File: src/rtl/fbfl_pkg.sv
`default_nettype none

package fbfl_pkg;

  localparam int MAX_BLOCKS_DEF = 256;

  localparam int CMD_W   = 1;
  localparam int REL_W   = 8;
  localparam int BIDX_W  = 8;
  localparam int BYTES_W = 24;
  localparam int CNT_W   = 9;
  localparam int SIZE_W  = 16;

  localparam int CFG_IDX_W  = 1;
  localparam int CFG_DATA_W = 16;

  localparam logic [CFG_IDX_W-1:0] REG_BLOCK_SIZE  = 1'b0;
  localparam logic [CFG_IDX_W-1:0] REG_BLOCK_COUNT = 1'b1;

  localparam logic [SIZE_W-1:0] BLOCK_SIZE_RST  = 16'd64;
  localparam logic [CNT_W-1:0]  BLOCK_COUNT_RST = 9'd256;

  localparam logic [CMD_W-1:0] CMD_ALLOC   = 1'b0;
  localparam logic [CMD_W-1:0] CMD_RELEASE = 1'b1;

  typedef struct packed {
    logic             load;
    logic             ok;
    logic [CNT_W-1:0] idx;
    logic [CNT_W-1:0] count;
  } result_t;

endpackage

`default_nettype wire

File: src/rtl/fbfl_req_if.sv
`default_nettype none

interface fbfl_req_if;
  logic                       valid;
  logic                       ready;
  logic [fbfl_pkg::CMD_W-1:0] cmd;
  logic [fbfl_pkg::REL_W-1:0] release_index;

  modport source (output valid, output cmd, output release_index, input ready);
  modport sink (input valid, input cmd, input release_index, output ready);
endinterface

`default_nettype wire

File: src/rtl/fbfl_rsp_if.sv
`default_nettype none

interface fbfl_rsp_if;
  logic                         valid;
  logic                         ready;
  logic                         ok;
  logic [fbfl_pkg::BIDX_W-1:0]  block_index;
  logic [fbfl_pkg::BYTES_W-1:0] block_offset;
  logic [fbfl_pkg::BYTES_W-1:0] used_bytes;
  logic [fbfl_pkg::CNT_W-1:0]   allocations;

  modport source (output valid, output ok, output block_index, output block_offset,
                  output used_bytes, output allocations, input ready);
  modport sink (input valid, input ok, input block_index, input block_offset,
                input used_bytes, input allocations, output ready);
endinterface

`default_nettype wire

File: src/rtl/fixed_block_free_list_allocator.sv
// Channel  Dir  Beat fields
// -------  ---  ----------------------------------------------------------
// req      in   cmd, release_index
// rsp      out  ok, block_index, block_offset, used_bytes, allocations
// cfg      in   cfg_we, cfg_index, cfg_data (write only)
//
// Each request passes through the TAKE and CALC states: the free-list head's
// link is read from the registered-read link memory before the next head is
// known. After reset and after each write to block_count, the link memory is
// rebuilt over all MAX_BLOCKS entries, during which req.ready stays low.
// A finished beat waits in the output register; one further request is taken
// meanwhile and then holds until the output register frees.
`default_nettype none

module fixed_block_free_list_allocator #(
  parameter int MAX_BLOCKS = fbfl_pkg::MAX_BLOCKS_DEF
) (
  input  wire logic                            clk,
  input  wire logic                            rst,
  input  wire logic                            cfg_we,
  input  wire logic [fbfl_pkg::CFG_IDX_W-1:0]  cfg_index,
  input  wire logic [fbfl_pkg::CFG_DATA_W-1:0] cfg_data,
  fbfl_req_if.sink                             req,
  fbfl_rsp_if.source                           rsp
);

  localparam int LINK_W = $clog2(MAX_BLOCKS + 1);
  localparam int IDX_W  = $clog2(MAX_BLOCKS);

  logic                          mem_we;
  logic [IDX_W-1:0]              mem_waddr;
  logic [LINK_W-1:0]             mem_wdata;
  logic                          mem_re;
  logic [IDX_W-1:0]              mem_raddr;
  logic [LINK_W-1:0]             mem_rdata;
  logic                          out_free;
  fbfl_pkg::result_t             result;
  logic [fbfl_pkg::SIZE_W-1:0]   block_size;

  fbfl_ctrl #(
    .MAX_BLOCKS(MAX_BLOCKS)
  ) u_ctrl (
    .clk       (clk),
    .rst       (rst),
    .cfg_we    (cfg_we),
    .cfg_index (cfg_index),
    .cfg_data  (cfg_data),
    .req       (req),
    .mem_we    (mem_we),
    .mem_waddr (mem_waddr),
    .mem_wdata (mem_wdata),
    .mem_re    (mem_re),
    .mem_raddr (mem_raddr),
    .mem_rdata (mem_rdata),
    .out_free  (out_free),
    .result    (result),
    .block_size(block_size)
  );

  fbfl_link_mem #(
    .DEPTH (MAX_BLOCKS),
    .DATA_W(LINK_W)
  ) u_mem (
    .clk  (clk),
    .we   (mem_we),
    .waddr(mem_waddr),
    .wdata(mem_wdata),
    .re   (mem_re),
    .raddr(mem_raddr),
    .rdata(mem_rdata)
  );

  fbfl_out u_out (
    .clk       (clk),
    .rst       (rst),
    .result    (result),
    .block_size(block_size),
    .out_free  (out_free),
    .rsp       (rsp)
  );

endmodule

`default_nettype wire

File: src/rtl/fbfl_link_mem.sv
`default_nettype none

module fbfl_link_mem #(
  parameter int DEPTH  = fbfl_pkg::MAX_BLOCKS_DEF,
  parameter int DATA_W = 9
) (
  input  wire logic                     clk,
  input  wire logic                     we,
  input  wire logic [$clog2(DEPTH)-1:0] waddr,
  input  wire logic [DATA_W-1:0]        wdata,
  input  wire logic                     re,
  input  wire logic [$clog2(DEPTH)-1:0] raddr,
  output logic      [DATA_W-1:0]        rdata
);

  logic [DATA_W-1:0] mem [DEPTH];

  always_ff @(posedge clk) begin
    if (we) begin
      mem[waddr] <= wdata;
    end
  end

  always_ff @(posedge clk) begin
    if (re) begin
      rdata <= mem[raddr];
    end
  end

endmodule

`default_nettype wire

File: src/rtl/fbfl_ctrl.sv
`default_nettype none

module fbfl_ctrl #(
  parameter int MAX_BLOCKS = fbfl_pkg::MAX_BLOCKS_DEF,
  localparam int LINK_W = $clog2(MAX_BLOCKS + 1),
  localparam int IDX_W  = $clog2(MAX_BLOCKS)
) (
  input  wire logic                                clk,
  input  wire logic                                rst,
  input  wire logic                                cfg_we,
  input  wire logic [fbfl_pkg::CFG_IDX_W-1:0]      cfg_index,
  input  wire logic [fbfl_pkg::CFG_DATA_W-1:0]     cfg_data,
  fbfl_req_if.sink                                 req,
  output logic                                     mem_we,
  output logic      [IDX_W-1:0]                    mem_waddr,
  output logic      [LINK_W-1:0]                   mem_wdata,
  output logic                                     mem_re,
  output logic      [IDX_W-1:0]                    mem_raddr,
  input  wire logic [LINK_W-1:0]                   mem_rdata,
  input  wire logic                                out_free,
  output fbfl_pkg::result_t                        result,
  output logic      [fbfl_pkg::SIZE_W-1:0]         block_size
);

  localparam int CNT_W = fbfl_pkg::CNT_W;
  localparam int CMP_W = (LINK_W > CNT_W) ? LINK_W : CNT_W;
  localparam logic [CMP_W-1:0]  MAX_C     = CMP_W'(MAX_BLOCKS);
  localparam logic [LINK_W-1:0] NULL_LINK = LINK_W'(MAX_BLOCKS);
  localparam logic [IDX_W-1:0]  LAST_ADDR = IDX_W'(MAX_BLOCKS - 1);

  localparam logic S_TAKE = 1'b0;
  localparam logic S_CALC = 1'b1;

  logic              state;
  logic [CNT_W-1:0]  block_count;
  logic [LINK_W-1:0] head;
  logic [CNT_W-1:0]  count;
  logic              sweep_on;
  logic [IDX_W-1:0]  sweep_addr;
  logic              op_ok;
  logic              op_alloc;
  logic [CNT_W-1:0]  op_idx;

  logic [CMP_W-1:0]  bc_ext;
  logic [CMP_W-1:0]  eff;
  logic [CMP_W-1:0]  sweep_nxt;
  logic              alloc_ok;
  logic              rel_ok;
  logic              accept;
  logic              is_alloc;
  logic              load;
  logic              count_write;

  assign bc_ext   = CMP_W'(block_count);
  assign eff      = (block_count == '0) ? CMP_W'(1) : ((bc_ext > MAX_C) ? MAX_C : bc_ext);
  assign alloc_ok = CMP_W'(head) < eff;
  assign rel_ok   = CMP_W'(req.release_index) < eff;
  assign is_alloc = (req.cmd == fbfl_pkg::CMD_ALLOC);

  assign req.ready   = (state == S_TAKE) && !sweep_on;
  assign accept      = req.valid && req.ready;
  assign load        = (state == S_CALC) && out_free;
  assign count_write = cfg_we && (cfg_index == fbfl_pkg::REG_BLOCK_COUNT);

  assign sweep_nxt = CMP_W'(sweep_addr) + CMP_W'(1);

  always_comb begin
    if (sweep_on) begin
      mem_we    = 1'b1;
      mem_waddr = sweep_addr;
      mem_wdata = (sweep_nxt < eff) ? LINK_W'(sweep_nxt) : NULL_LINK;
    end else begin
      mem_we    = accept && !is_alloc && rel_ok;
      mem_waddr = IDX_W'(req.release_index);
      mem_wdata = head;
    end
  end

  assign mem_re    = accept && is_alloc && alloc_ok;
  assign mem_raddr = IDX_W'(head);

  assign result.load  = load;
  assign result.ok    = op_ok;
  assign result.idx   = op_idx;
  assign result.count = count;

  always_ff @(posedge clk) begin
    if (rst) begin
      state       <= S_TAKE;
      block_size  <= fbfl_pkg::BLOCK_SIZE_RST;
      block_count <= fbfl_pkg::BLOCK_COUNT_RST;
      head        <= '0;
      count       <= '0;
      sweep_on    <= 1'b1;
      sweep_addr  <= '0;
      op_ok       <= 1'b0;
      op_alloc    <= 1'b0;
      op_idx      <= '0;
    end else begin
      if (sweep_on) begin
        sweep_addr <= sweep_addr + IDX_W'(1);
        if (sweep_addr == LAST_ADDR) begin
          sweep_on <= 1'b0;
        end
      end

      unique case (state)
        S_TAKE: begin
          if (accept) begin
            state <= S_CALC;
            if (is_alloc) begin
              op_ok    <= alloc_ok;
              op_alloc <= alloc_ok;
              op_idx   <= alloc_ok ? CNT_W'(head) : '0;
              if (alloc_ok && (CMP_W'(count) < eff)) begin
                count <= count + CNT_W'(1);
              end
            end else begin
              op_ok    <= rel_ok;
              op_alloc <= 1'b0;
              op_idx   <= '0;
              if (rel_ok) begin
                head <= LINK_W'(req.release_index);
                if (count != '0) begin
                  count <= count - CNT_W'(1);
                end
              end
            end
          end
        end
        S_CALC: begin
          if (op_alloc) begin
            head <= mem_rdata;
          end
          if (load) begin
            state <= S_TAKE;
          end
        end
        default: state <= S_TAKE;
      endcase

      if (cfg_we && (cfg_index == fbfl_pkg::REG_BLOCK_SIZE)) begin
        block_size <= cfg_data;
      end
      if (count_write) begin
        block_count <= cfg_data[CNT_W-1:0];
        head        <= '0;
        count       <= '0;
        sweep_on    <= 1'b1;
        sweep_addr  <= '0;
      end
    end
  end

endmodule

`default_nettype wire

File: src/rtl/fbfl_out.sv
`default_nettype none

module fbfl_out (
  input  wire logic                        clk,
  input  wire logic                        rst,
  input  fbfl_pkg::result_t                result,
  input  wire logic [fbfl_pkg::SIZE_W-1:0] block_size,
  output logic                             out_free,
  fbfl_rsp_if.source                       rsp
);

  localparam int PROD_W = fbfl_pkg::CNT_W + fbfl_pkg::SIZE_W;

  logic [PROD_W-1:0] off_prod;
  logic [PROD_W-1:0] used_prod;

  assign off_prod  = PROD_W'(result.idx) * PROD_W'(block_size);
  assign used_prod = PROD_W'(result.count) * PROD_W'(block_size);
  assign out_free  = !rsp.valid || rsp.ready;

  always_ff @(posedge clk) begin
    if (rst) begin
      rsp.valid <= 1'b0;
    end else if (result.load) begin
      rsp.valid <= 1'b1;
    end else if (rsp.ready) begin
      rsp.valid <= 1'b0;
    end
  end

  always_ff @(posedge clk) begin
    if (result.load) begin
      rsp.ok           <= result.ok;
      rsp.block_index  <= result.idx[fbfl_pkg::BIDX_W-1:0];
      rsp.block_offset <= off_prod[fbfl_pkg::BYTES_W-1:0];
      rsp.used_bytes   <= used_prod[fbfl_pkg::BYTES_W-1:0];
      rsp.allocations  <= result.count;
    end
  end

endmodule

`default_nettype wire

File: src/flat_wrapper.sv
// flat-port wrapper written by rule: the top's interface ports become plain ports
module fixed_block_free_list_allocator_flat 
#(
  parameter int MAX_BLOCKS = fbfl_pkg::MAX_BLOCKS_DEF
)
  (clk, rst, cfg_we, cfg_index, cfg_data, req_valid, req_cmd, req_release_index, req_ready, rsp_valid, rsp_ok, rsp_block_index, rsp_block_offset, rsp_used_bytes, rsp_allocations, rsp_ready);
  fbfl_req_if req_i ();
  fbfl_rsp_if rsp_i ();
  input  wire logic clk;
  input  wire logic rst;
  input  wire logic cfg_we;
  input  wire logic [fbfl_pkg::CFG_IDX_W-1:0] cfg_index;
  input  wire logic [fbfl_pkg::CFG_DATA_W-1:0] cfg_data;
  input wire logic [$bits(req_i.valid)-1:0] req_valid;
  input wire logic [$bits(req_i.cmd)-1:0] req_cmd;
  input wire logic [$bits(req_i.release_index)-1:0] req_release_index;
  output wire logic [$bits(req_i.ready)-1:0] req_ready;
  output wire logic [$bits(rsp_i.valid)-1:0] rsp_valid;
  output wire logic [$bits(rsp_i.ok)-1:0] rsp_ok;
  output wire logic [$bits(rsp_i.block_index)-1:0] rsp_block_index;
  output wire logic [$bits(rsp_i.block_offset)-1:0] rsp_block_offset;
  output wire logic [$bits(rsp_i.used_bytes)-1:0] rsp_used_bytes;
  output wire logic [$bits(rsp_i.allocations)-1:0] rsp_allocations;
  input wire logic [$bits(rsp_i.ready)-1:0] rsp_ready;
  assign req_i.valid = req_valid;
  assign req_i.cmd = req_cmd;
  assign req_i.release_index = req_release_index;
  assign req_ready = req_i.ready;
  assign rsp_valid = rsp_i.valid;
  assign rsp_ok = rsp_i.ok;
  assign rsp_block_index = rsp_i.block_index;
  assign rsp_block_offset = rsp_i.block_offset;
  assign rsp_used_bytes = rsp_i.used_bytes;
  assign rsp_allocations = rsp_i.allocations;
  assign rsp_i.ready = rsp_ready;
  fixed_block_free_list_allocator #(.MAX_BLOCKS(MAX_BLOCKS)) u_core (.clk(clk), .rst(rst), .cfg_we(cfg_we), .cfg_index(cfg_index), .cfg_data(cfg_data), .req(req_i), .rsp(rsp_i));
endmodule
File: config.mk
export PLATFORM = sky130hd
export DESIGN_NAME = fixed_block_free_list_allocator_flat
export DESIGN_NICKNAME = d
export VERILOG_FILES = /design/src/rtl/fbfl_pkg.sv /design/src/rtl/fbfl_req_if.sv /design/src/rtl/fbfl_rsp_if.sv /design/src/rtl/fixed_block_free_list_allocator.sv /design/src/rtl/fbfl_link_mem.sv /design/src/rtl/fbfl_ctrl.sv /design/src/rtl/fbfl_out.sv /design/src/flat_wrapper.sv
export SDC_FILE = /design/constraint.sdc
export NUM_CORES = 2
export LEC_CHECK = 0
export ABC_AREA = 1
export BUFFER_PORTS_ARGS = -buffer_cell sky130_fd_sc_hd__clkbuf_2
export CELL_PAD_IN_SITES_DETAIL_PLACEMENT = 0
export CELL_PAD_IN_SITES_GLOBAL_PLACEMENT = 1
export CORE_MARGIN = 3
export CORE_UTILIZATION = 52
export CTS_CLUSTER_SIZE = 28
export DETAILED_ROUTE_END_ITERATION = 6
export MAX_ROUTING_LAYER = met4
export PLACE_DENSITY_LB_ADDON = 0.1
export SYNTH_ARGS = -nofsm -noshare
export SYNTH_HDL_FRONTEND = slang
export SYNTH_SLANG_ARGS = --single-unit
File: constraint.sdc
create_clock -name clk -period 11.4 [get_ports clk]
set_clock_uncertainty 0.15 [all_clocks]
set_input_delay 0.57 -clock clk [delete_from_list [all_inputs] [get_ports clk]]
set_output_delay 0.57 -clock clk [all_outputs]
set_load 0.02 [all_outputs]
After elaboration in Yosys (flattened, before gate mapping)
Memories as Yosys holds them, arrays and structs flattened. A register that Yosys moved wholly into a read port is not among the register bits. Index checks and enable logic that the tools add are counted.

Shift operators: 0. Bitwise gates (word level): 3. Muxes and demuxes: 28. $add $sub $neg: 4. Equal/unequal tests: 7. Div/mod/pow operators: 0. Magnitude comparators: 5. Multipliers: 2. Reduce and logical (&&, ||, !) cells: 21.

Operator list (number): two-way mux 9 bit (14); multiplier 9 x 16 -> 24 bit (2); < comparator 9 bit (3); one-hot mux 9 bit (2 select lines) (1); two-way mux 1 bit (11); logical AND 1 bit (10); adder 8 x 1 -> 9 bit (second input constant) (1); adder 9 x 1 -> 9 bit (second input constant) (1); > comparator 9 bit (second input constant) (1); logical NOT 9 bit (1); < comparator 8 x 9 -> 1 bit (1); nonzero test 9 bit (1); subtractor 9 x 1 -> 9 bit (second input constant) (1); adder 8 x 1 -> 8 bit (second input constant) (1); == test 8 bit (second input constant) (1); two-way mux 8 bit (1); inequality test 2 x 1 -> 1 bit (second input constant) (3); inequality test 2 bit (second input constant) (3); AND reduction 5 bit (1); AND reduction 4 bit (1); nonzero test 2 bit (2); NOT 1 bit (3); logical NOT 1 bit (2); one-hot mux 1 bit (2 select lines) (1); other kinds (3) (3).

Memories kept: 1. Output and inout port bits: 68. Bits of input ports: 31. Bits in writable memories: 2304. Register bits after elaboration: 131. ROM bits: 0. Bits in latches: 0.

Memory list: u_core.u_mem.mem (words 256, bits a word 9, rd ports 1, clocked after Yosys merged registers in 1, wr ports 1, line fbfl_link_mem.sv:16) `logic [DATA_W-1:0] mem [DEPTH];`.

Longest topological paths before layout
Depth in word-level cells: 8. Mapped depth: 22.

Hierarchy
A second synthesis with hierarchy kept.

Cells, all modules: 9921. Area, all modules: 109308.6 µm².

Modules (own cells, without submodules): fbfl_link_mem (area each 93609.8 µm², sequential area each 69456.6 µm², instances 1, cells each 7826); fbfl_out (area each 11767.5 µm², sequential area each 2001.9 µm², instances 1, cells each 1529); fbfl_ctrl (area each 3931.3 µm², sequential area each 1281.2 µm², instances 1, cells each 566).

Least setup slack after synthesis
No wires, ideal clock.

Kind: flip-flop to flip-flop. Start point: reg u_core.u_ctrl.sweep_addr[0]. End point: mem u_core.u_mem.mem[0][0], data pin. Arrival time: 8.709 ns. Library setup time: 1.589 ns. Slack: 0.951 ns. Path buffers: 0. Cell stages (with the launch flop): 11. Cells stage by stage: dfxtp_1 -> ha_1 -> nand3_1 -> nor2_1 -> xor2_1 -> ha_1 -> nand2_1 -> nor2_1 -> nand3_1 -> o2111ai_1 -> o22ai_1.

Longest elaborated chain between the ends: 4.

Ends and longest elaborated chain: from (decl) (line fbfl_ctrl.sv:39) `logic [IDX_W-1:0] sweep_addr;`; from (signal assigned) (line fbfl_ctrl.sv:101) `sweep_addr <= sweep_addr + IDX_W'(1);`; adder 8 x 1 -> 9 bit (line fbfl_ctrl.sv:65) `assign sweep_nxt = CMP_W'(sweep_addr) + CMP_W'(1);`; net u_core.u_ctrl.sweep_nxt[6] (line fbfl_ctrl.sv:46) `logic [CMP_W-1:0] sweep_nxt;`; < comparator 9 bit (line fbfl_ctrl.sv:71) `mem_wdata = (sweep_nxt < eff) ? LINK_W'(sweep_nxt) : NULL_LINK;`; two-way mux 9 bit (line fbfl_ctrl.sv:71); two-way mux 9 bit (line fbfl_ctrl.sv:68) `if (sweep_on) begin`; net u_core.mem_wdata[0] (line fixed_block_free_list_allocator.sv:32) `logic [LINK_W-1:0] mem_wdata;`; to (decl) (line fbfl_link_mem.sv:16).

The timed path passes the listed nets, and every way through them passes these cells.

Worst setup path after layout
Start point: reg u_core.u_ctrl.head[0]. End point: reg u_core.u_mem.rdata[4], read port of u_core.u_mem.mem, data pin.

Longest elaborated chain between the ends: 2.

Ends and longest elaborated chain: from (decl) (line fbfl_ctrl.sv:36) `logic [LINK_W-1:0] head;`; from (signal assigned) (line fbfl_ctrl.sv:123) `head <= LINK_W'(req.release_index);`; from (signal assigned) (line fbfl_ctrl.sv:133) `head <= mem_rdata;`; < comparator 9 bit (line fbfl_ctrl.sv:56) `assign alloc_ok = CMP_W'(head) < eff;`; logical AND 1 bit (line fbfl_ctrl.sv:79) `assign mem_re = accept && is_alloc && alloc_ok;`; to (decl) (line fbfl_link_mem.sv:13) `output logic [DATA_W-1:0] rdata`.

Several ways; a longest one is shown, not always the timed one. A chain may end at the register's enable or synchronous reset.

==> key figures <==
Status
  – Status: finished, final reports clean

Floorplanning
  – Initial core utilization: 52.5%
  – Die Wd: 464 µm
  – I/O Pins: 99
  – Die footprint: 0.215 mm²
  – CORE AREA: 0.208 mm²
  – Row cnt: 167
  – Die Ht: 464 µm

Setup path
  – Crit path DAT: 6.04 ns
  – CP Max Fanout: 189
  – Critical Path Sink Type: register
  – CP Class: reg2reg
  – Most frequent CP cell: nand3_1
  – Req. time, crit path: 12.03 ns
  – Crit path largest cell delay: 1.00 ns
  – Worst Setup Start Kind: register
  – CP Cell Sequence: buf_4 > buf_4 > buf_12 > nand2_1 > nand3_1 > nand3_1 > nand3_1 > nand3_1 > nand3_1 > nand3_1 > nand2_1 > nand2_1 > nand2_1
  – Slowest CP cell: dfxtp_4

STA
  – Setup TNS: 0 ns
  – Max-slew violations: 0
  – Slew margin rel.: 5.98%
  – Final period util: 47.4%
  – # setup viols final: 0
  – RSZ-0062 raised after global routing: no
  – Fin crit period: 5.41 ns
  – Slew @ Worst Pin: 1.41 ns
  – Final Hold Viols: 0
  – Fmax: 185 MHz

Drt
  – DR pass1 iterations: 6
  – # DRC: 0
  – DR iter-0 viols: 7930
  – Post-route ant nets: 0
  – Drt wl/cell: 24.0 µm
  – Vias: 72255
  – Drt total wl: 301000 µm
  – Avg Vias per Cell: 5.75

Clock tree
  – CTS resizes: 0
  – H-Tree Depth: 5
  – Clock sink count: 2444
  – Worst-Skew Late Latency: 0.91 ns
  – Post-CTS Setup Bufs: 0
  – Clock root buffer: clkbuf_16
  – Clock Pin Slew Worst Setup and Hold Paths: 0.06 ns
  – Hold_buf cts: 19
  – Maximum root-to-sink buffer count: 4
  – CTS tree: built
  – Total CTS buffers: 275

GRT
  – Largest net degree at the start of global routing: 195
  – Total Routing Usage GR: 28.5%
  – GRT overflow: 0
  – Global-route wire length before repair: 452000 µm
  – Initial antenna violation count: 4
  – Vias in the first global route: 69317

Logic synthesis
  – Syn avg cell area: 11.2 µm²
  – Asr flop ratio synth: 0%
  – Library cells used by synthesis: 45
  – Post-synth EDFFs: 2379
  – Post-synthesis sequential area ratio: 66.6%
  – Area leader, netlist: edfxtp_1
  – Synthesis Warnings: 0
  – Synthesized instance count: 9719
  – Post-Syn Area: 0.109 mm²
  – Yosys reg bits: 2444
  – Dominant cells by area after synthesis: edfxtp_1 (65%), nand3_1 (11%), nand2_1 (9.8%)
  – Yosys top cell area share: 65.4%
  – Top_reg_cell synth: edfxtp_1
  – Synth Net Count: 10072

Final layout
  – Final Net Count: 9938
  – Register area: 0.0728 mm²
  – Syn-to-layout area delta: 9.56%
  – Filler cells: 17247
  – Final Util: 57.5%
  – Most common cell after layout, fill and taps aside: nand2_1
  – Layout cells sized above 1: 7.16%
  – Area of the multi-input gates: 0.0318 mm²
  – Most frequent cells in the layout: nand2_1 (2852), edfxtp_1 (2379), nand3_1 (2298)

Place
  – GPL Wtd Cong: 0.869
  – Final HPWL DP: 169000 µm
  – Buffers added on ports: 98

Job
  – MaxCap Viol Count: 0

Power and ir drop
  – Total Power: 18400 µW
  – VDD IR max: 0.164 mV
  – P_leak: 0.0449 µW
  – Pwr dens: 154 mW/mm²

Worst hold path
  – Worst Hold Class: in2reg
[power breakdown]
group / total, µW / leakage [µW] / switching, µW / internal (µW)
clock: 8190 / 0.00399 / 3420 / 4770
combinational: 337 / 0.0185 / 288 / 49.1
sequential: 9900 / 0.0224 / 24.3 / 9880
[metal layers]
layer / up-vias / global-route usage, % / routed length [µm]
li1: 33295 / - / -
met1: 35778 / 39.7 / 129000
met2: 2675 / 43.7 / 141000
met3: 507 / 4.23 / 21700
met4: 0 / 8.72 / 9520
met5: - / - / 0
[final timing paths]
kind / from / to / slack (ns) / cells after the start
max: u_core.u_ctrl.head[0] / u_core.u_mem.rdata[4] / 5.99 / 13
min: req_release_index[7] / u_core.u_ctrl.head[7] / 0.06 / 5
max reg2reg: u_core.u_ctrl.head[0] / u_core.u_mem.rdata[4] / 5.99 / 13
min reg2reg: u_core.u_ctrl.op_alloc / u_core.u_ctrl.op_alloc / 0.32 / 2
[registers in the layout, indices dropped and copies added, names as in the netlist]
signal	cells
u_core.u_ctrl.head	9
u_core.u_ctrl.bc_ext	9
u_core.u_out.rsp.ok	1
u_core.u_ctrl.op_idx	9
u_core.u_mem.mem	2304
u_core.u_ctrl.op_alloc	1
u_core.u_out.rsp.valid	1
u_core.u_ctrl.count	9
u_core.u_out.rsp.block_index	8
u_core.u_ctrl.state	1
u_core.u_ctrl.block_size	16
u_core.u_ctrl.sweep_addr	8
u_core.u_mem.rdata	9
u_core.u_ctrl.op_ok	1
u_core.u_ctrl.sweep_on	1
u_core.u_out.rsp.allocations	9
u_core.u_out.rsp.block_offset	24
u_core.u_out.rsp.used_bytes	24
[cells in the mapped netlist, types with 2 or more instances]
master,number
fa_1,197
or2_0,2
buf_12,4
buf_1,95
nand4_1,6
o21a_1,4
nand2_1,2858
xor2_1,41
a21o_1,7
nand2_8,10
a21oi_1,97
buf_4,44
o21ai_0,73
clkbuf_1,182
nor4_1,9
nor3_1,5
nand2_2,9
nor2_4,26
inv_1,452
edfxtp_1,2379
nand3_1,2298
o21ai_1,3
o21ai_2,4
nor2_1,288
a31oi_1,3
o211ai_1,3
nor2_2,80
xnor2_1,15
o31ai_1,3
buf_2,290
o22ai_1,9
ha_1,125
dfxtp_1,65
inv_2,13
clkinv_1,3
buf_6,7
a211oi_1,2
[through the flow]
| stage | setup slack (ns) | std cells | hold WS [ns] | instance area [µm²] |
|---|---|---|---|---|
| 6_report | 5.99 | 12564 | 0.0555 | 120000 |
| 2_1_floorplan | 0.951 | 9719 | 0.256 | 109000 |
| 3_3_place_gp | 6.01 | 12077 | 0.302 | 111000 |
| 3_5_place_dp | 6.00 | 12077 | 0.311 | 111000 |
| 4_1_cts | 6.04 | 12561 | 0.00854 | 120000 |
| 5_1_grt | 5.68 | 12563 | 0.0539 | 120000 |
[cells by family after synthesis]
family | synth area share (%)
and+or+nand+nor | 22.5
DFF | 66.6
buffers and inverters | 4.34
adders and majority gates | 5.05
AOI/OAI and AO/OA | 1.05
xor gates and xnor gates | 0.449
[area by class of cell]
cell class | instances | area share, %
flip-flops and latches | 2444 | 60.8
multi-input cells | 6185 | 26.6
clock buffers | 355 | 6.17
well taps | 2788 | 2.92
inverters | 468 | 1.50
repair buffers | 211 | 1.32
clock inverters | 110 | 0.636
diodes | 3 | 0.00628
[critical path, delay by kind of cell (launching register included)]
family                 cells  cell delay (ns)
buffers and inverters      3             2.16
flip-flops                 1             1.00
AND/OR/NAND/NOR           10             1.64
Note: power is estimated with default switching activity, not from simulation.
